[src/rtl/sld_pkg.sv]
// Shared types and constants for the start/length/XOR frame receiver.
package sld_pkg;

    localparam int unsigned BYTE_W = 8;

    localparam logic [BYTE_W-1:0] START_VALUE_RESET = 8'hAA;
    localparam logic [BYTE_W-1:0] MAX_LEN_RESET     = 8'd64;

    // Configuration register indexes.
    localparam logic CFG_START_VALUE = 1'b0;
    localparam logic CFG_MAX_LEN     = 1'b1;

    typedef enum logic [1:0] {
        KIND_DATA   = 2'd0,
        KIND_GOOD   = 2'd1,
        KIND_BADSUM = 2'd2,
        KIND_BADLEN = 2'd3
    } kind_t;

    typedef enum logic [3:0] {
        PH_HUNT  = 4'b0001,
        PH_LEN   = 4'b0010,
        PH_DATA  = 4'b0100,
        PH_CHECK = 4'b1000
    } phase_t;

    typedef struct packed {
        logic              valid;
        kind_t             kind;
        logic [BYTE_W-1:0] data_byte;
        logic [BYTE_W-1:0] frame_len;
        logic              last_flag;
    } result_t;

endpackage

[src/rtl/sld_frame_fsm.sv]
// Frame state machine: phase, length count and running XOR, one byte per step.
module sld_frame_fsm
(
    input  logic                         clk,
    input  logic                         rst_n,
    input  logic                         step,
    input  logic [sld_pkg::BYTE_W-1:0]   byte_in,
    input  logic [sld_pkg::BYTE_W-1:0]   start_value,
    input  logic [sld_pkg::BYTE_W-1:0]   max_len,
    output sld_pkg::result_t             res
);

    sld_pkg::phase_t             phase_reg;
    sld_pkg::phase_t             phase_next;
    logic [sld_pkg::BYTE_W-1:0]  remaining_reg;
    logic [sld_pkg::BYTE_W-1:0]  remaining_next;
    logic [sld_pkg::BYTE_W-1:0]  xor_reg;
    logic [sld_pkg::BYTE_W-1:0]  xor_next;
    logic [sld_pkg::BYTE_W-1:0]  len_reg;
    logic [sld_pkg::BYTE_W-1:0]  len_next;

    always_comb
    begin
        phase_next     = phase_reg;
        remaining_next = remaining_reg;
        xor_next       = xor_reg;
        len_next       = len_reg;
        res.valid      = 1'b0;
        res.kind       = sld_pkg::KIND_DATA;
        res.data_byte  = byte_in;
        res.frame_len  = len_reg;
        res.last_flag  = 1'b0;
        if (step)
        begin
            unique case (phase_reg)
                sld_pkg::PH_HUNT:
                begin
                    if (byte_in == start_value)
                    begin
                        phase_next = sld_pkg::PH_LEN;
                    end
                end
                sld_pkg::PH_LEN:
                begin
                    len_next = byte_in;
                    xor_next = '0;
                    if (byte_in > max_len)
                    begin
                        phase_next     = sld_pkg::PH_HUNT;
                        remaining_next = '0;
                        res.valid      = 1'b1;
                        res.kind       = sld_pkg::KIND_BADLEN;
                        res.frame_len  = byte_in;
                        res.last_flag  = 1'b1;
                    end
                    else
                    begin
                        remaining_next = byte_in;
                        phase_next     = (byte_in == '0) ? sld_pkg::PH_CHECK
                                                          : sld_pkg::PH_DATA;
                    end
                end
                sld_pkg::PH_DATA:
                begin
                    xor_next       = xor_reg ^ byte_in;
                    remaining_next = remaining_reg - 1'b1;
                    res.valid      = 1'b1;
                    if (remaining_reg == 8'd1)
                    begin
                        phase_next = sld_pkg::PH_CHECK;
                    end
                end
                sld_pkg::PH_CHECK:
                begin
                    res.valid     = 1'b1;
                    res.kind      = (byte_in == xor_reg) ? sld_pkg::KIND_GOOD
                                                         : sld_pkg::KIND_BADSUM;
                    res.last_flag = 1'b1;
                    phase_next    = sld_pkg::PH_HUNT;
                end
                default:
                begin
                    phase_next = sld_pkg::PH_HUNT;
                end
            endcase
        end
    end

    always_ff @(posedge clk or negedge rst_n)
    begin
        if (!rst_n)
        begin
            phase_reg     <= sld_pkg::PH_HUNT;
            remaining_reg <= '0;
            xor_reg       <= '0;
            len_reg       <= '0;
        end
        else
        begin
            phase_reg     <= phase_next;
            remaining_reg <= remaining_next;
            xor_reg       <= xor_next;
            len_reg       <= len_next;
        end
    end

    // The payload phase is only entered with bytes still to come.
    assert property (@(posedge clk) disable iff (!rst_n)
        phase_reg == sld_pkg::PH_DATA |-> remaining_reg != '0)
        else $error("payload phase with zero bytes remaining");

    // Skipped bytes during the hunt never produce a result.
    assert property (@(posedge clk) disable iff (!rst_n)
        phase_reg == sld_pkg::PH_HUNT |-> !res.valid)
        else $error("result produced while hunting");

    // Only status results close a frame.
    assert property (@(posedge clk) disable iff (!rst_n)
        res.valid |-> (res.last_flag == (res.kind != sld_pkg::KIND_DATA)))
        else $error("last flag disagrees with result kind");

    // A rejected length sends the machine back to the hunt.
    assert property (@(posedge clk) disable iff (!rst_n)
        res.valid && res.kind == sld_pkg::KIND_BADLEN |=> phase_reg == sld_pkg::PH_HUNT)
        else $error("no return to hunt after length error");

endmodule

[src/rtl/sld_out_reg.sv]
// Result register on the output channel; it holds a beat while the receiver stalls.
module sld_out_reg
(
    input  logic                         clk,
    input  logic                         rst_n,
    input  logic                         load,
    input  sld_pkg::result_t             res,
    input  logic                         out_stall,
    output logic                         ready,
    output logic                         out_valid,
    output sld_pkg::kind_t               kind,
    output logic [sld_pkg::BYTE_W-1:0]   data_byte,
    output logic [sld_pkg::BYTE_W-1:0]   frame_len,
    output logic                         last_flag
);

    logic                        valid_reg;
    logic                        valid_next;
    sld_pkg::kind_t              kind_reg;
    logic [sld_pkg::BYTE_W-1:0]  data_reg;
    logic [sld_pkg::BYTE_W-1:0]  len_reg;
    logic                        last_reg;

    // The register can take a new result when it is empty or being drained.
    assign ready = !valid_reg || !out_stall;

    always_comb
    begin
        if (load)
        begin
            valid_next = res.valid;
        end
        else
        begin
            valid_next = valid_reg && out_stall;
        end
    end

    always_ff @(posedge clk or negedge rst_n)
    begin
        if (!rst_n)
        begin
            valid_reg <= 1'b0;
        end
        else
        begin
            valid_reg <= valid_next;
        end
    end

    always_ff @(posedge clk)
    begin
        if (load && res.valid)
        begin
            kind_reg <= res.kind;
            data_reg <= res.data_byte;
            len_reg  <= res.frame_len;
            last_reg <= res.last_flag;
        end
    end

    assign out_valid = valid_reg;
    assign kind      = kind_reg;
    assign data_byte = data_reg;
    assign frame_len = len_reg;
    assign last_flag = last_reg;

endmodule

[src/rtl/start_length_xor_deframer.sv]
// Top level of the start/length/XOR frame receiver.
//
// Input channel: one received byte per beat on rx_byte (in_valid / in_stall).
// The block hunts for the start byte, takes the length byte, passes every
// payload byte out as a kind 0 beat, and ends the frame with one status beat:
// frame good, checksum mismatch, or length too long. Bytes skipped during the
// hunt, the start byte and an accepted length byte give no output beat.
// Output channel: kind, data_byte, frame_len, last_flag (out_valid / out_stall).
// Each accepted byte goes first into the input register and from there into
// the result register, which presents its result. Throughput is one byte per
// cycle while the receiver does not stall; both registers can advance in the
// same cycle.
// When the receiver stalls, the held result stays put and the input register
// fills; in_stall rises once the input register holds a byte that cannot move.
// Reset clears the frame state to hunting and loads the registers with start
// value 0xAA and maximum length 64. Configuration writes (cfg_we, cfg_index,
// cfg_data) take effect at the next edge and belong only to idle periods.
module start_length_xor_deframer
(
    input  logic                         clk,
    input  logic                         rst_n,
    input  logic                         in_valid,
    output logic                         in_stall,
    input  logic [sld_pkg::BYTE_W-1:0]   rx_byte,
    output logic                         out_valid,
    input  logic                         out_stall,
    output logic [1:0]                   kind,
    output logic [sld_pkg::BYTE_W-1:0]   data_byte,
    output logic [sld_pkg::BYTE_W-1:0]   frame_len,
    output logic                         last_flag,
    input  logic                         cfg_we,
    input  logic                         cfg_index,
    input  logic [sld_pkg::BYTE_W-1:0]   cfg_data
);

    logic [sld_pkg::BYTE_W-1:0]  start_value_reg;
    logic [sld_pkg::BYTE_W-1:0]  max_len_reg;
    logic                        in_valid_reg;
    logic                        in_valid_next;
    logic [sld_pkg::BYTE_W-1:0]  in_byte_reg;
    logic                        out_ready;
    logic                        advance;
    logic                        in_take;
    sld_pkg::result_t            res;
    sld_pkg::kind_t              kind_out;

    always_ff @(posedge clk or negedge rst_n)
    begin
        if (!rst_n)
        begin
            start_value_reg <= sld_pkg::START_VALUE_RESET;
            max_len_reg     <= sld_pkg::MAX_LEN_RESET;
        end
        else if (cfg_we)
        begin
            unique case (cfg_index)
                sld_pkg::CFG_START_VALUE: start_value_reg <= cfg_data;
                sld_pkg::CFG_MAX_LEN:     max_len_reg     <= cfg_data;
                default:                  start_value_reg <= start_value_reg;
            endcase
        end
    end

    // The held byte moves on whenever the result register can take its outcome.
    assign advance  = in_valid_reg && out_ready;
    assign in_stall = in_valid_reg && !out_ready;
    assign in_take  = in_valid && !in_stall;

    always_comb
    begin
        if (in_take)
        begin
            in_valid_next = 1'b1;
        end
        else
        begin
            in_valid_next = in_valid_reg && !advance;
        end
    end

    always_ff @(posedge clk or negedge rst_n)
    begin
        if (!rst_n)
        begin
            in_valid_reg <= 1'b0;
        end
        else
        begin
            in_valid_reg <= in_valid_next;
        end
    end

    always_ff @(posedge clk)
    begin
        if (in_take)
        begin
            in_byte_reg <= rx_byte;
        end
    end

    sld_frame_fsm u_fsm
    (
        .clk         (clk),
        .rst_n       (rst_n),
        .step        (advance),
        .byte_in     (in_byte_reg),
        .start_value (start_value_reg),
        .max_len     (max_len_reg),
        .res         (res)
    );

    sld_out_reg u_out
    (
        .clk       (clk),
        .rst_n     (rst_n),
        .load      (advance),
        .res       (res),
        .out_stall (out_stall),
        .ready     (out_ready),
        .out_valid (out_valid),
        .kind      (kind_out),
        .data_byte (data_byte),
        .frame_len (frame_len),
        .last_flag (last_flag)
    );

    assign kind = kind_out;

endmodule
[config.mk]
export PLATFORM = sky130hd
export DESIGN_NAME = start_length_xor_deframer
export DESIGN_NICKNAME = d
export VERILOG_FILES = /design/src/rtl/sld_pkg.sv /design/src/rtl/sld_frame_fsm.sv /design/src/rtl/sld_out_reg.sv /design/src/rtl/start_length_xor_deframer.sv
export SDC_FILE = /design/constraint.sdc
export NUM_CORES = 1
export LEC_CHECK = 0
export BUFFER_PORTS_ARGS = -buffer_cell sky130_fd_sc_hd__buf_2
export CAP_MARGIN = 20
export CORE_MARGIN = 8
export CORE_UTILIZATION = 35
export CTS_BUF_LIST = sky130_fd_sc_hd__clkbuf_4 sky130_fd_sc_hd__clkbuf_8
export DETAILED_ROUTE_END_ITERATION = 8
export PLACE_DENSITY = 0.57
export SYNTH_ARGS = -nofsm -noshare
export SYNTH_HDL_FRONTEND = slang
export SYNTH_SLANG_ARGS = --single-unit
[constraint.sdc]
create_clock -name clk -period 3.4 [get_ports clk]
set_clock_uncertainty 0.15 [all_clocks]
set_input_delay 0.85 -clock clk [delete_from_list [all_inputs] [get_ports clk]]
set_output_delay 0.85 -clock clk [all_outputs]
set_load 0.01 [all_outputs]
* Word level (Yosys, flattened, before mapping)
Cells that the tools add are included.
** Operators by class
- Add/sub/neg operators :: 1
- Multipliers :: 0
- Divide/modulo/power cells :: 0
- Magnitude comparators :: 1
- Eq/ne operators :: 9
- Shift-type cells :: 0
- Mux-type cells :: 19
- Bitwise gates (word level) :: 2
- Reductions and logical operators :: 20
** Operators by type and width (count)
- $pmux W8 S2 :: 2
- $mux W9 :: 2
- $eq A8 B8 Y1 :: 2
- $mux W4 :: 4
- $mux W8 :: 2
- $pmux W4 S3 :: 1
- $eq A8 B1 Y1 const B :: 1
- $gt A8 B8 Y1 :: 1
- $logic_not A8 Y1 :: 1
- $reduce_and A2 Y1 :: 4
- $sub A8 B1 Y8 const B :: 1
- $xor A8 B8 Y8 :: 1
- $logic_and A1 B1 Y1 :: 6
- $mux W3 :: 2
- $logic_not A1 Y1 :: 5
- $eq A4 B1 Y1 const B :: 1
- $eq A4 B2 Y1 const B :: 1
- $eq A4 B3 Y1 const B :: 1
- $eq A4 B4 Y1 const B :: 1
- $ne A2 B1 Y1 const B :: 2
- $pmux W1 S2 :: 2
- $pmux W2 S2 :: 1
- $reduce_and A3 Y1 :: 1
- $mux W1 :: 2
- other kinds (5) :: 5
** Storage, ports and cells
- Register bits after elaboration :: 73
- Bits in latches :: 0
- Bits in writable memories :: 0
- ROM bits :: 0
- Input port bits :: 22
- Output and inout bits :: 21
- Memories kept :: 0

* Logic depth before layout (Yosys ltp)
Gate-level depths: netlist (run 1).
- Word-level depth :: 7
- Depth in mapped cells :: 9

* Modules after synthesis
A second synthesis (run 1) with hierarchy kept.
** Unflattened totals
- Cell total of the unflattened synthesis :: 332
- Area total of the unflattened synthesis :: 3732.3 µm²
** Modules (own cells, without submodules)
- sld_frame_fsm :: times used 1, cells an instance 260, area an instance 2174.6 µm²
- start_length_xor_deframer :: times used 1, cells an instance 49, area an instance 942.2 µm²
- sld_out_reg :: times used 1, cells an instance 23, area an instance 615.6 µm²

* Worst setup path after synthesis (run 1)
No wires, ideal clock.
- Path kind :: reg2reg
- Start :: register in_byte_reg[0] in the netlist's numbering
- End :: register u_out.data_reg (netlist bit u_out.data_byte[0]) (enable)
- Setup time :: 0.379 ns
- Data arrival time :: 2.191 ns
- Required time :: 2.871 ns
- Slack :: 0.680 ns
- Stages on the path, launching flop included :: 10
- Path buffers :: 2
- Period minus slack after synthesis :: 2.720 ns
- Cells stage by stage :: edfxtp_1 > clkbuf_1 > inv_1 > ha_1 > nor2b_1 > o211ai_1 > a211oi_2 > o21bai_2 > buf_4 > nand3_1
** On the way
- Word-level cells in the longest chain between the ends :: 5
** RTL lines
- start: declaration :: line start_length_xor_deframer.sv:40 : logic [sld_pkg::BYTE_W-1:0] in_byte_reg;
- start signal: assignment :: line start_length_xor_deframer.sv:97 : in_byte_reg <= rx_byte;
- $gt A8 B8 Y1 :: line sld_frame_fsm.sv:47 : if (byte_in > max_len)
- $mux W3 :: line sld_frame_fsm.sv:47
- $pmux W1 S2 :: line sld_frame_fsm.sv:35 : unique case (phase_reg)
- $mux W3 :: line sld_frame_fsm.sv:33 : if (step)
- $logic_and A1 B1 Y1 :: line sld_out_reg.sv:53 : if (load && res.valid)
- end signal: assignment :: line sld_out_reg.sv:56 : data_reg <= res.data_byte;
- end: declaration :: line sld_out_reg.sv:20 : logic [sld_pkg::BYTE_W-1:0] data_reg;
Every way passes these cells.
A chain may end at the register's enable or synchronous reset.

* Worst setup path after layout (run 1)
- Start :: register max_len_reg[6] in the netlist's numbering
- End :: register u_out.kind_reg[0], in the netlist u_out.kind[0] (enable)
** On the way
- Word-level cells in the longest chain between the ends :: 5
** RTL lines
- start: declaration :: line start_length_xor_deframer.sv:37 : logic [sld_pkg::BYTE_W-1:0] max_len_reg;
- start signal: assignment :: line start_length_xor_deframer.sv:52 : max_len_reg <= sld_pkg::MAX_LEN_RESET;
- start signal: assignment :: line start_length_xor_deframer.sv:58 : sld_pkg::CFG_MAX_LEN: max_len_reg <= cfg_data;
- $gt A8 B8 Y1 :: line sld_frame_fsm.sv:47
- $mux W3 :: line sld_frame_fsm.sv:47
- $pmux W1 S2 :: line sld_frame_fsm.sv:35
- $mux W3 :: line sld_frame_fsm.sv:33
- $logic_and A1 B1 Y1 :: line sld_out_reg.sv:53
- end signal: assignment :: line sld_out_reg.sv:55 : kind_reg <= res.kind;
- end: declaration :: line sld_out_reg.sv:19 : sld_pkg::kind_t kind_reg;
Every way passes these cells.

==> results of run 1 <==
## through the flow
stage                     hold slack (ns)  worst slack, ns
after floorplan                     0.274            0.680
after global placement              0.322            0.759
after detailed placement            0.322            0.686
after CTS                           0.338            0.669
after global routing                0.363            0.463
final                               0.335            0.670
## layout by cell type (no fill, tap or decap), types with 4 or more instances in the layout
| cell type | Yosys | layout |
|---|---|---|
| a21oi_1 | 6 | 6 |
| mux2_1 | 5 | 5 |
| clkbuf_8 | 0 | 9 |
| nand3_1 | 4 | 4 |
| nor3_1 | 4 | 4 |
| o21ai_0 | 10 | 10 |
| mux2_2 | 26 | 26 |
| a221o_1 | 5 | 5 |
| buf_4 | 1 | 14 |
| buf_2 | 1 | 42 |
| xor2_1 | 14 | 14 |
| nor4_1 | 5 | 5 |
| edfxtp_1 | 27 | 27 |
| ha_1 | 10 | 10 |
| o21ai_1 | 9 | 9 |
| nor2_1 | 19 | 19 |
| nand4_1 | 4 | 4 |
| inv_1 | 12 | 12 |
| nand2_1 | 18 | 18 |
| dfrtp_1 | 40 | 40 |
| dfstp_2 | 6 | 6 |
## cell type report
class / count / share of cell area [%]
tap: 133 / 4.05
clock buffer: 10 / 3.20
multi-input combinational: 186 / 34.6
timing repair buffer: 56 / 7.67
inverter: 12 / 1.10
sequential: 73 / 47.9
clock inverter: 6 / 1.46
## worst paths after layout
path                                              start                             end  slack (ns)
max                          max_len_reg[6]$_DFFE_PN1P_     u_out.kind[0]$_SDFFCE_PN0P_        0.67
min                        u_fsm.len_reg[0]$_DFFE_PN0P_    u_fsm.len_reg[0]$_DFFE_PN0P_        0.33
max reg2reg                  max_len_reg[6]$_DFFE_PN1P_     u_out.kind[0]$_SDFFCE_PN0P_        0.67
min reg2reg                u_fsm.len_reg[0]$_DFFE_PN0P_    u_fsm.len_reg[0]$_DFFE_PN0P_        0.33
max in group asynchronous                         rst_n  start_value_reg[5]$_DFFE_PN1P_        1.95
min in group asynchronous                         rst_n    u_fsm.len_reg[6]$_DFFE_PN0P_        0.36
## kinds of logic (layout without fill, tap and decap cells)
group	Yosys count	count (layout)	share of synthesized area, %
AND/OR/NAND/NOR	73	73	11.3
AO/OA/AOI/OAI	54	54	11.2
buffers and inverters	27	84	3.04
XOR/XNOR	16	16	4.01
multiplexers	33	33	10.6
adder cells (fa/ha/maj)	10	10	3.58
flip-flops	73	73	56.3
## cell usage after synthesis (3+ instances only)
| master | number |
|---|---|
| mux2_2 | 26 |
| nand2_1 | 18 |
| mux2_1 | 5 |
| o21ai_0 | 10 |
| nor3_1 | 4 |
| nor4b_1 | 3 |
| a21oi_1 | 6 |
| xor2_1 | 14 |
| nand3_1 | 4 |
| a31oi_1 | 3 |
| nor4_1 | 5 |
| edfxtp_1 | 27 |
| nand4_1 | 4 |
| clkbuf_1 | 13 |
| dfstp_2 | 6 |
| o21ai_1 | 9 |
| dfrtp_1 | 40 |
| ha_1 | 10 |
| inv_1 | 12 |
| a221o_1 | 5 |
| a311oi_1 | 3 |
| nor2_1 | 19 |
## worst max-delay path, cell delays in order, from the launching register on
cell      delay (ns)
dfstp_2         0.53
inv_1           0.04
ha_1            0.30
nand4_1         0.16
nor2_2          0.09
a211oi_2        0.45
o21bai_2        0.32
nand3_1         0.18
buf_4           0.22
## report_power, final
part | internal, W | switching (W) | total [W]
Combinational | 0.000387 | 0.000416 | 0.000803
Clock | 0.000343 | 0.000316 | 0.000659
Sequential | 0.00119 | 0.000189 | 0.00138
Total | 0.00192 | 0.000921 | 0.00284
## per-layer routing
metal	GRT usage, %	share of wire (%)	routed length, µm	vias to the layer above
met5	0	0	0	-
met4	4.41	1.3	105	0
met3	3.96	5.7	472	8
met2	21.8	48	3940	65
met1	16.4	45	3770	1212
li1	-	-	-	1152
==> flow_metrics.tcl, run 1 <==
set metrics [dict create \
    outcome "completed" \
    fin_area_um2 4110 \
    clock_sinks 73 \
    finalSetupTns_ns 0 \
    regArea_um2 1970 \
    setup_violations 0 \
    worstMarginPinSlew_ns 0.746 \
    final_cells 476 \
    reg2reg_depth 8 \
    drc 0 \
    dpl.hpwl_um 5920 \
    start_util_pct 35.9 \
    p_leak_nw 1.75 \
    hold_path_depth 2 \
    max_freq_mhz 366 \
    post_cts_resized 0 \
    nFillCells 963 \
    drtPass1Iterations 4 \
    clockBufferDepth 2 \
    maxSlewHeadroom_pct 50.2 \
    path_class "flip-flop to flip-flop" \
    die_area_um2 13400 \
    startpoint_type "flip-flop" \
    cp-end-kind "flip-flop" \
    avgViaCountPerCell 5.12 \
    cts_root_buffer "clkbuf_8" \
    drt_iter0_markers 80 \
    area_growth_pct 17.5 \
    ys_types 56 \
    power_w 0.00284 \
    max_cap_viol_count 0 \
    fin_crit_sh_pct 80.3 \
    ir_worst_vdd_mv 0.281 \
    hold_class "flip-flop to flip-flop" \
    io_pins 43 \
    ctsHoldBuffers 0 \
    fin_crit_ns 2.73 \
    rsz0062_at_grt "no" \
    syn_nets 318 \
    post_synth_inst_count 286 \
    cts_max_level 3 \
    clock_latency_ns 0.34 \
    dpl_cell_area_um2 3920 \
    wl_per_cell_um 17.4 \
    grt_overflow_total 0 \
    drv_slew 0 \
    synth_top_cell_by_area "dfrtp_1" \
    synth-async-reset-ratio_pct 63.0 \
    synth_edf_count 27 \
    synth_top_area_share_pct 28.6 \
    finalHoldViolCount 0 \
    yosysWarnings 0 \
    path_max_fanout 13 \
    post_cts_buffers 0 \
    final_util_pct 42.2 \
    multi_input_area_um2 1420 \
    required_ns 3.30 \
    antenna_found_initial 0 \
    gp_congestion 0.754 \
    die_x_um 116 \
    power.density_nw_per_um2 691 \
    antennaDiodeCount 0 \
    grt_pass1_vias 2551 \
    arrival_ns 2.63 \
    nNetsFinal 370 \
    clkSlewWorstSetupHoldPaths_ns 0.07 \
    grt_pass1_wl_um 13600 \
    drive_gt1_share_pct 32.9 \
    synth_top_flop_cell "dfrtp_1" \
    tritoncts "built" \
    cts_made_buffers 9 \
    placed_cells 460 \
    grt_max_degree 26 \
    syn_area_per_cell_um2 12.2 \
    ys_ff_latch 73 \
    ant_nets 0 \
    seq_area_frac_synth_pct 56.3 \
    row_count 36 \
    route.vias.total 2437 \
    synth_area_leaders "dfrtp_1, edfxtp_1, mux2_2" \
    synth_area_um2 3500 \
    core_um2 9730 \
    die_h_um 116 \
    grt_usage_pct 13.4 \
    routed_wl_um 8290 \
    port_buffers 42 \
]
Power figures use the tool's default switching activity.
==> run 2, diff against run 1 <==
PLACE_DENSITY = 0.59   (was 0.57)
clock period = 2.5 ns   (was 3.4 ns; I/O delays follow)
==> flow_metrics.tcl, run 2 (synthesis gave the netlist of run 1 again) <==
set metrics [dict create \
    ant_nets 0 \
    core_um2 9730 \
    cts_max_level 3 \
    worstMarginPinSlew_ns 0.509 \
    dpl.hpwl_um 5860 \
    antenna_found_initial 0 \
    rsz0062_at_grt "no" \
    wl_per_cell_um 16.5 \
    path_cells "inv_1 -> ha_1 -> nand4_1 -> nor2_2 -> a211oi_2 -> buf_4 -> or4_1 -> a41oi_1" \
    cts_made_buffers 9 \
    area_growth_pct 22.7 \
    grt_overflow_total 0 \
    fin_crit_sh_pct 96.4 \
    path_class "flip-flop to flip-flop" \
    nNetsFinal 381 \
    grt_max_degree 22 \
    mostFrequentLayoutCells "buf_2, dfrtp_1, edfxtp_1, mux2_2, buf_4" \
    power_w 0.00422 \
    hold_class "input pin to async pin" \
    path_max_fanout 7 \
    final_common_cell "buf_2" \
    arrival_ns 2.53 \
    fin_crit_ns 2.41 \
    clock_sinks 73 \
    drc 0 \
    required_ns 2.62 \
    p_leak_nw 1.86 \
    grt_pass1_vias 2571 \
    cts_root_buffer "clkbuf_8" \
    outcome "completed" \
    row_count 36 \
    routed_wl_um 8040 \
    ir_worst_vdd_mv 0.520 \
    grt_usage_pct 13.0 \
    startpoint_type "flip-flop" \
    antennaDiodeCount 0 \
    start_util_pct 35.9 \
    clockBufferDepth 2 \
    max_cap_viol_count 0 \
    tritoncts "built" \
    io_pins 43 \
    setup_violations 0 \
    drtPass1Iterations 4 \
    critical-path-max-stage-delay_ns 0.53 \
    avgViaCountPerCell 4.90 \
    route.vias.total 2388 \
    drv_slew 0 \
    maxSlewHeadroom_pct 65.8 \
    clkSlewWorstSetupHoldPaths_ns 0.08 \
    drt_iter0_markers 136 \
    finalHoldViolCount 0 \
    port_buffers 42 \
    die_area_um2 13400 \
    placed_cells 471 \
    final_cells 487 \
    clock_latency_ns 0.36 \
    cp-end-kind "flip-flop" \
    power.density_nw_per_um2 984 \
    die_x_um 116 \
    max_freq_mhz 415 \
    drive_gt1_share_pct 35.9 \
    die_h_um 116 \
    grt_pass1_wl_um 13200 \
    gp_congestion 0.788 \
    crit_slowest_cell "dfstp_2" \
]
run 2: cell count changes in the layout (fill, tap and decap cells not counted), sizes merged:
cell,before,now
clkinv,4,1
clkinvlp,1,0
clkbuf,10,11
buf,56,67
bufinv,1,4
run 2: final timing paths:
check,startpoint,to,slack (ns),depth (start not counted)
max,max_len_reg[6]$_DFFE_PN1P_,u_fsm.phase_reg[3]$_DFFE_PN0P_,0.09,8
min,rst_n,u_fsm.len_reg[3]$_DFFE_PN0P_,0.004,1
max reg2reg,max_len_reg[6]$_DFFE_PN1P_,u_fsm.phase_reg[3]$_DFFE_PN0P_,0.09,8
min reg2reg,u_fsm.xor_reg[3]$_DFFE_PN0P_,u_fsm.xor_reg[3]$_DFFE_PN0P_,0.33,1
max in group asynchronous,rst_n,start_value_reg[3]$_DFFE_PN1P_,1.56,2
min in group clk,rx_byte[4],in_byte_reg[4]$_DFFE_PP_,0.29,1
run 2: routing by layer:
layer / track usage [%] / wire, µm / vias up
met5: 0 / 0 / -
met4: 3.80 / 87 / 0
met3: 4.48 / 492 / 5
met2: 21.4 / 3820 / 54
met1: 15.7 / 3640 / 1154
li1: - / - / 1175
run 2: area by class of cell:
| type | instances | area, µm² |
|---|---|---|
| clock buffer | 11 | 139 |
| clock inverter | 5 | 129 |
| fill | 951 | 5440 |
| inverter | 12 | 45.0 |
| multi-input combinational | 186 | 1430 |
| sequential | 73 | 1970 |
| tap | 133 | 166 |
| timing repair buffer | 67 | 410 |
run 2: metrics by stage:
| stage | cell area (µm²) | utilization (%) | setup TNS [ns] | hold WS [ns] | setup slack, ns |
|---|---|---|---|---|---|
| detailed placement | 4020 | 41.3 | -0.0340 | 0.324 | -0.0155 |
| global placement | 4020 | 41.3 | 0 | 0.312 | 0.0607 |
| finish | 4290 | 44.1 | 0 | 0.00432 | 0.0911 |
| global route | 4290 | 44.1 | 0 | 0.0147 | 0.00287 |
| floorplan | 3500 | - | 0 | 0.179 | 0.0167 |
| CTS | 4290 | 44.1 | 0 | 0.0130 | 0.0389 |
run 2: power by group:
part / total [W] / switching (W) / internal, W
Combinational: 0.00113 / 0.000573 / 0.000556
Clock: 0.00123 / 0.000437 / 0.000788
Sequential: 0.00187 / 0.000253 / 0.00162
Total: 0.00422 / 0.00126 / 0.00296
run 2: what timing repair did:
action,in CTS,in global routing
endpoints found under the setup margin,5,1
resized for setup,1,0
setup buffers,0,0
hold buffers,0,0
pin swaps,0,2
cloned,0,0
run 2: worst max-delay path, delay by kind of cell, from the launching register on:
family | cells | cell delay (ns)
fa+ha+maj | 1 | 0.28
simple gates | 3 | 0.86
compound gates | 2 | 0.30
buf+inv | 2 | 0.22
flops | 1 | 0.53
==> run 3, diff against run 2 <==
PLACE_DENSITY = 0.58   (was 0.59)
SYNTH_HIERARCHICAL = 1   (was default)
clock period = 2 ns   (was 2.5 ns; I/O delays follow)
==> flow_metrics.tcl, run 3 <==
set metrics [dict create \
    outcome "finished with violations" \
    violations "negative setup slack" \
    core_um2 10300 \
    ys_types 60 \
    port_buffers 42 \
    post_synth_inst_count 332 \
    cp-end-kind "flip-flop" \
    cts_made_buffers 9 \
    drv_slew 0 \
    nFillCells 985 \
    min_from "rx_byte[0]" \
    setup_ws_ns -0.299 \
    max_cap_viol_count 0 \
    cp_top_family "compound AO/OA/AOI/OAI gates" \
    route.vias.total 2752 \
    worstMarginPinSlew_ns 0.387 \
    synth_xor_area_share_pct 3.99 \
    avgViaCountPerCell 5.02 \
    synthSimpleGateAreaFrac_pct 14.4 \
    power_w 0.00499 \
    drc 0 \
    rsz0062_at_grt "yes" \
    antennaDiodeCount 0 \
    p_clk_share_pct 24.0 \
    arrival_ns 2.24 \
    ys_ff_latch 73 \
    synth_top_flop_cell "dfrtp_1" \
    start_util_pct 36.2 \
    yosysWarnings 6 \
    dpl.hpwl_um 6710 \
    grt_overflow_total 0 \
    synth_top_family_by_area "simple AND/OR/NAND/NOR gates" \
    r2r_slack_ns -0.30 \
    grt_pass1_wl_um 15000 \
    placed_cells 525 \
    p_sw_w 0.00160 \
    wl_per_cell_um 16.9 \
    grt_pass1_vias 2796 \
    final_common_cell "buf_2" \
    mostFrequentLayoutCells "buf_2, dfrtp_1, buf_4, nand2_1, edfxtp_1" \
    cts_root_buffer "clkbuf_8" \
    p_leak_nw 2.02 \
    r2r-start "in_byte_reg[3]$_DFFE_PP_" \
    hold_path_depth 1 \
    p_int_w 0.00338 \
    tritoncts "built" \
    synthAdderAreaFrac_pct 3.35 \
    hold_class "input pin to flip-flop" \
    ir_worst_vdd_mv 0.453 \
    setup_violations 42 \
    crit_slowest_cell "edfxtp_1" \
    drt_iter0_markers 248 \
    synth_area_um2 3730 \
    grt_max_degree 33 \
    nNetsFinal 439 \
    final_cells 548 \
    maxSlewHeadroom_pct 74.1 \
    cts_max_level 3 \
    antenna_found_initial 0 \
    highest_layer "met4" \
    synth_compound_area_share_pct 11.3 \
    max_freq_mhz 435 \
    die_x_um 119 \
    die_h_um 119 \
    grt_usage_pct 13.5 \
    swShare_pct 32.2 \
    path_cells "ha_1 -> a21oi_1 -> a21oi_2 -> o211ai_4 -> mux2_1" \
    seq_area_frac_synth_pct 52.8 \
    syn_nets 364 \
    synth_top_area_share_pct 26.8 \
    syn_area_per_cell_um2 11.2 \
    min_to "in_byte_reg[0]$_DFFE_PP_" \
    clkSlewWorstSetupHoldPaths_ns 0.07 \
    clock_latency_ns 0.35 \
    critical-path-max-stage-delay_ns 0.44 \
    fin_crit_sh_pct 115 \
    routed_wl_um 9250 \
    io_pins 43 \
    synth_area_leaders "dfrtp_1, edfxtp_1, dfstp_2" \
    worst-path-buf-inv 0 \
    clock_sinks 73 \
    drtPass1Iterations 4 \
    power_frac_comb_pct 32.6 \
    wl_met2_um 4170 \
    synth-async-reset-ratio_pct 63.0 \
    synth_commonest_cells "dfrtp_1, nand2_1, edfxtp_1" \
    fin_crit_ns 2.30 \
    path_max_fanout 8 \
    ant_nets 0 \
    finalHoldViolCount 0 \
    power.density_nw_per_um2 1070 \
    timing.rr.end "u_out/frame_len[7]$_DFFE_PP_" \
    synth_top_cell_by_area "dfrtp_1" \
    drive_gt1_share_pct 36.9 \
    required_ns 1.94 \
    startpoint_type "flip-flop" \
    die_area_um2 14200 \
    synthMuxAreaShare_pct 8.72 \
    synth_edf_count 27 \
    gp_congestion 0.863 \
    drt-met1-wl_um 4420 \
    row_count 37 \
    yosysMostFrequentCell "dfrtp_1" \
    pre_cts_ws_ns -0.298 \
    clockBufferDepth 2 \
    path_class "flip-flop to flip-flop" \
    reg2reg_depth 5 \
    route.met3.wl_um 448 \
    area_growth_pct 24.8 \
    pwr-share-seq_pct 43.5 \
]
[run 3: worst max-delay path by stage]
stage	depth (start not counted)	slack, ns	start	endpoint
floorplan	6	-0.19	in_byte_reg[1]$_DFFE_PP_	u_out/frame_len[1]$_DFFE_PP_
global placement	8	-0.25	max_len_reg[6]$_DFFE_PN1P_	u_out/data_byte[7]$_DFFE_PP_
detailed placement	6	-0.30	max_len_reg[6]$_DFFE_PN1P_	u_out/frame_len[7]$_DFFE_PP_
CTS	6	-0.30	in_byte_reg[1]$_DFFE_PP_	u_out/frame_len[7]$_DFFE_PP_
global route	8	-0.42	max_len_reg[6]$_DFFE_PN1P_	u_out/data_byte[4]$_DFFE_PP_
finish	5	-0.30	in_byte_reg[3]$_DFFE_PP_	u_out/frame_len[7]$_DFFE_PP_
[run 3: worst register-to-register path: stages, from the launching register on]
cell and delay [ns]:
edfxtp_1 0.44, ha_1 0.36, a21oi_1 0.25, a21oi_2 0.13, o211ai_4 0.34, mux2_1 0.37
[run 3: metal layers]
layer | global-route usage (%) | up-vias
met2 | 20.1 | 76
met3 | 3.26 | 17
met1 | 18.4 | 1349
met4 | 5.53 | 0
li1 | - | 1310
met5 | 0 | -
[run 3: cells by family after synthesis]
logic type               Yosys count
AO/OA/AOI/OAI                     63
XOR/XNOR                          17
adder cells (fa/ha/maj)           10
buffers and inverters             39
flip-flops                        73
multiplexers                      26
AND/OR/NAND/NOR                  104
[run 3: area by class of cell]
| type | instances | area [µm²] | area share, % |
|---|---|---|---|
| Sequential cell | 73 | 1970 | 42.3 |
| Multi-Input combinational cell | 220 | 1640 | 35.2 |
| Timing Repair Buffer | 90 | 629 | 13.5 |
| Tap cell | 136 | 170 | 3.65 |
| Clock buffer | 12 | 153 | 3.28 |
| Clock inverter | 4 | 50.0 | 1.07 |
| Inverter | 13 | 48.8 | 1.05 |
[run 3: repair_timing]
| item | 4_1_cts | 5_1_grt |
|---|---|---|
| endpoints found under the hold margin | 13 | 0 |
| hold buffers | 1 | 0 |
| buffers inserted | 3 | 5 |
| pin swaps | 12 | 5 |
| setup endpoints to repair | 46 | 52 |
| gates resized for setup | 10 | 9 |
[run 3: metrics by stage]
step | utilization, % | setup TNS, ns | hold WS (ns) | cell area, µm²
floorplan | - | -5.10 | 0.0544 | 3760
global placement | 41.9 | -9.73 | 0.301 | 4320
detailed placement | 41.9 | -11.61 | 0.295 | 4320
CTS | 44.5 | -9.58 | 0.160 | 4600
global route | 45.1 | -13.95 | 0.165 | 4660
finish | 45.1 | -9.12 | 0.179 | 4660
[run 3: power by group through the flow]
stage	combinational [W]	clock, W	sequential (W)
after floorplan	0.00106	0	0.00213
after global placement	0.00150	0	0.00218
after detailed placement	0.00154	0	0.00219
after CTS	0.00158	0.00123	0.00216
after global routing	0.00180	0.00129	0.00221
final	0.00163	0.00120	0.00217
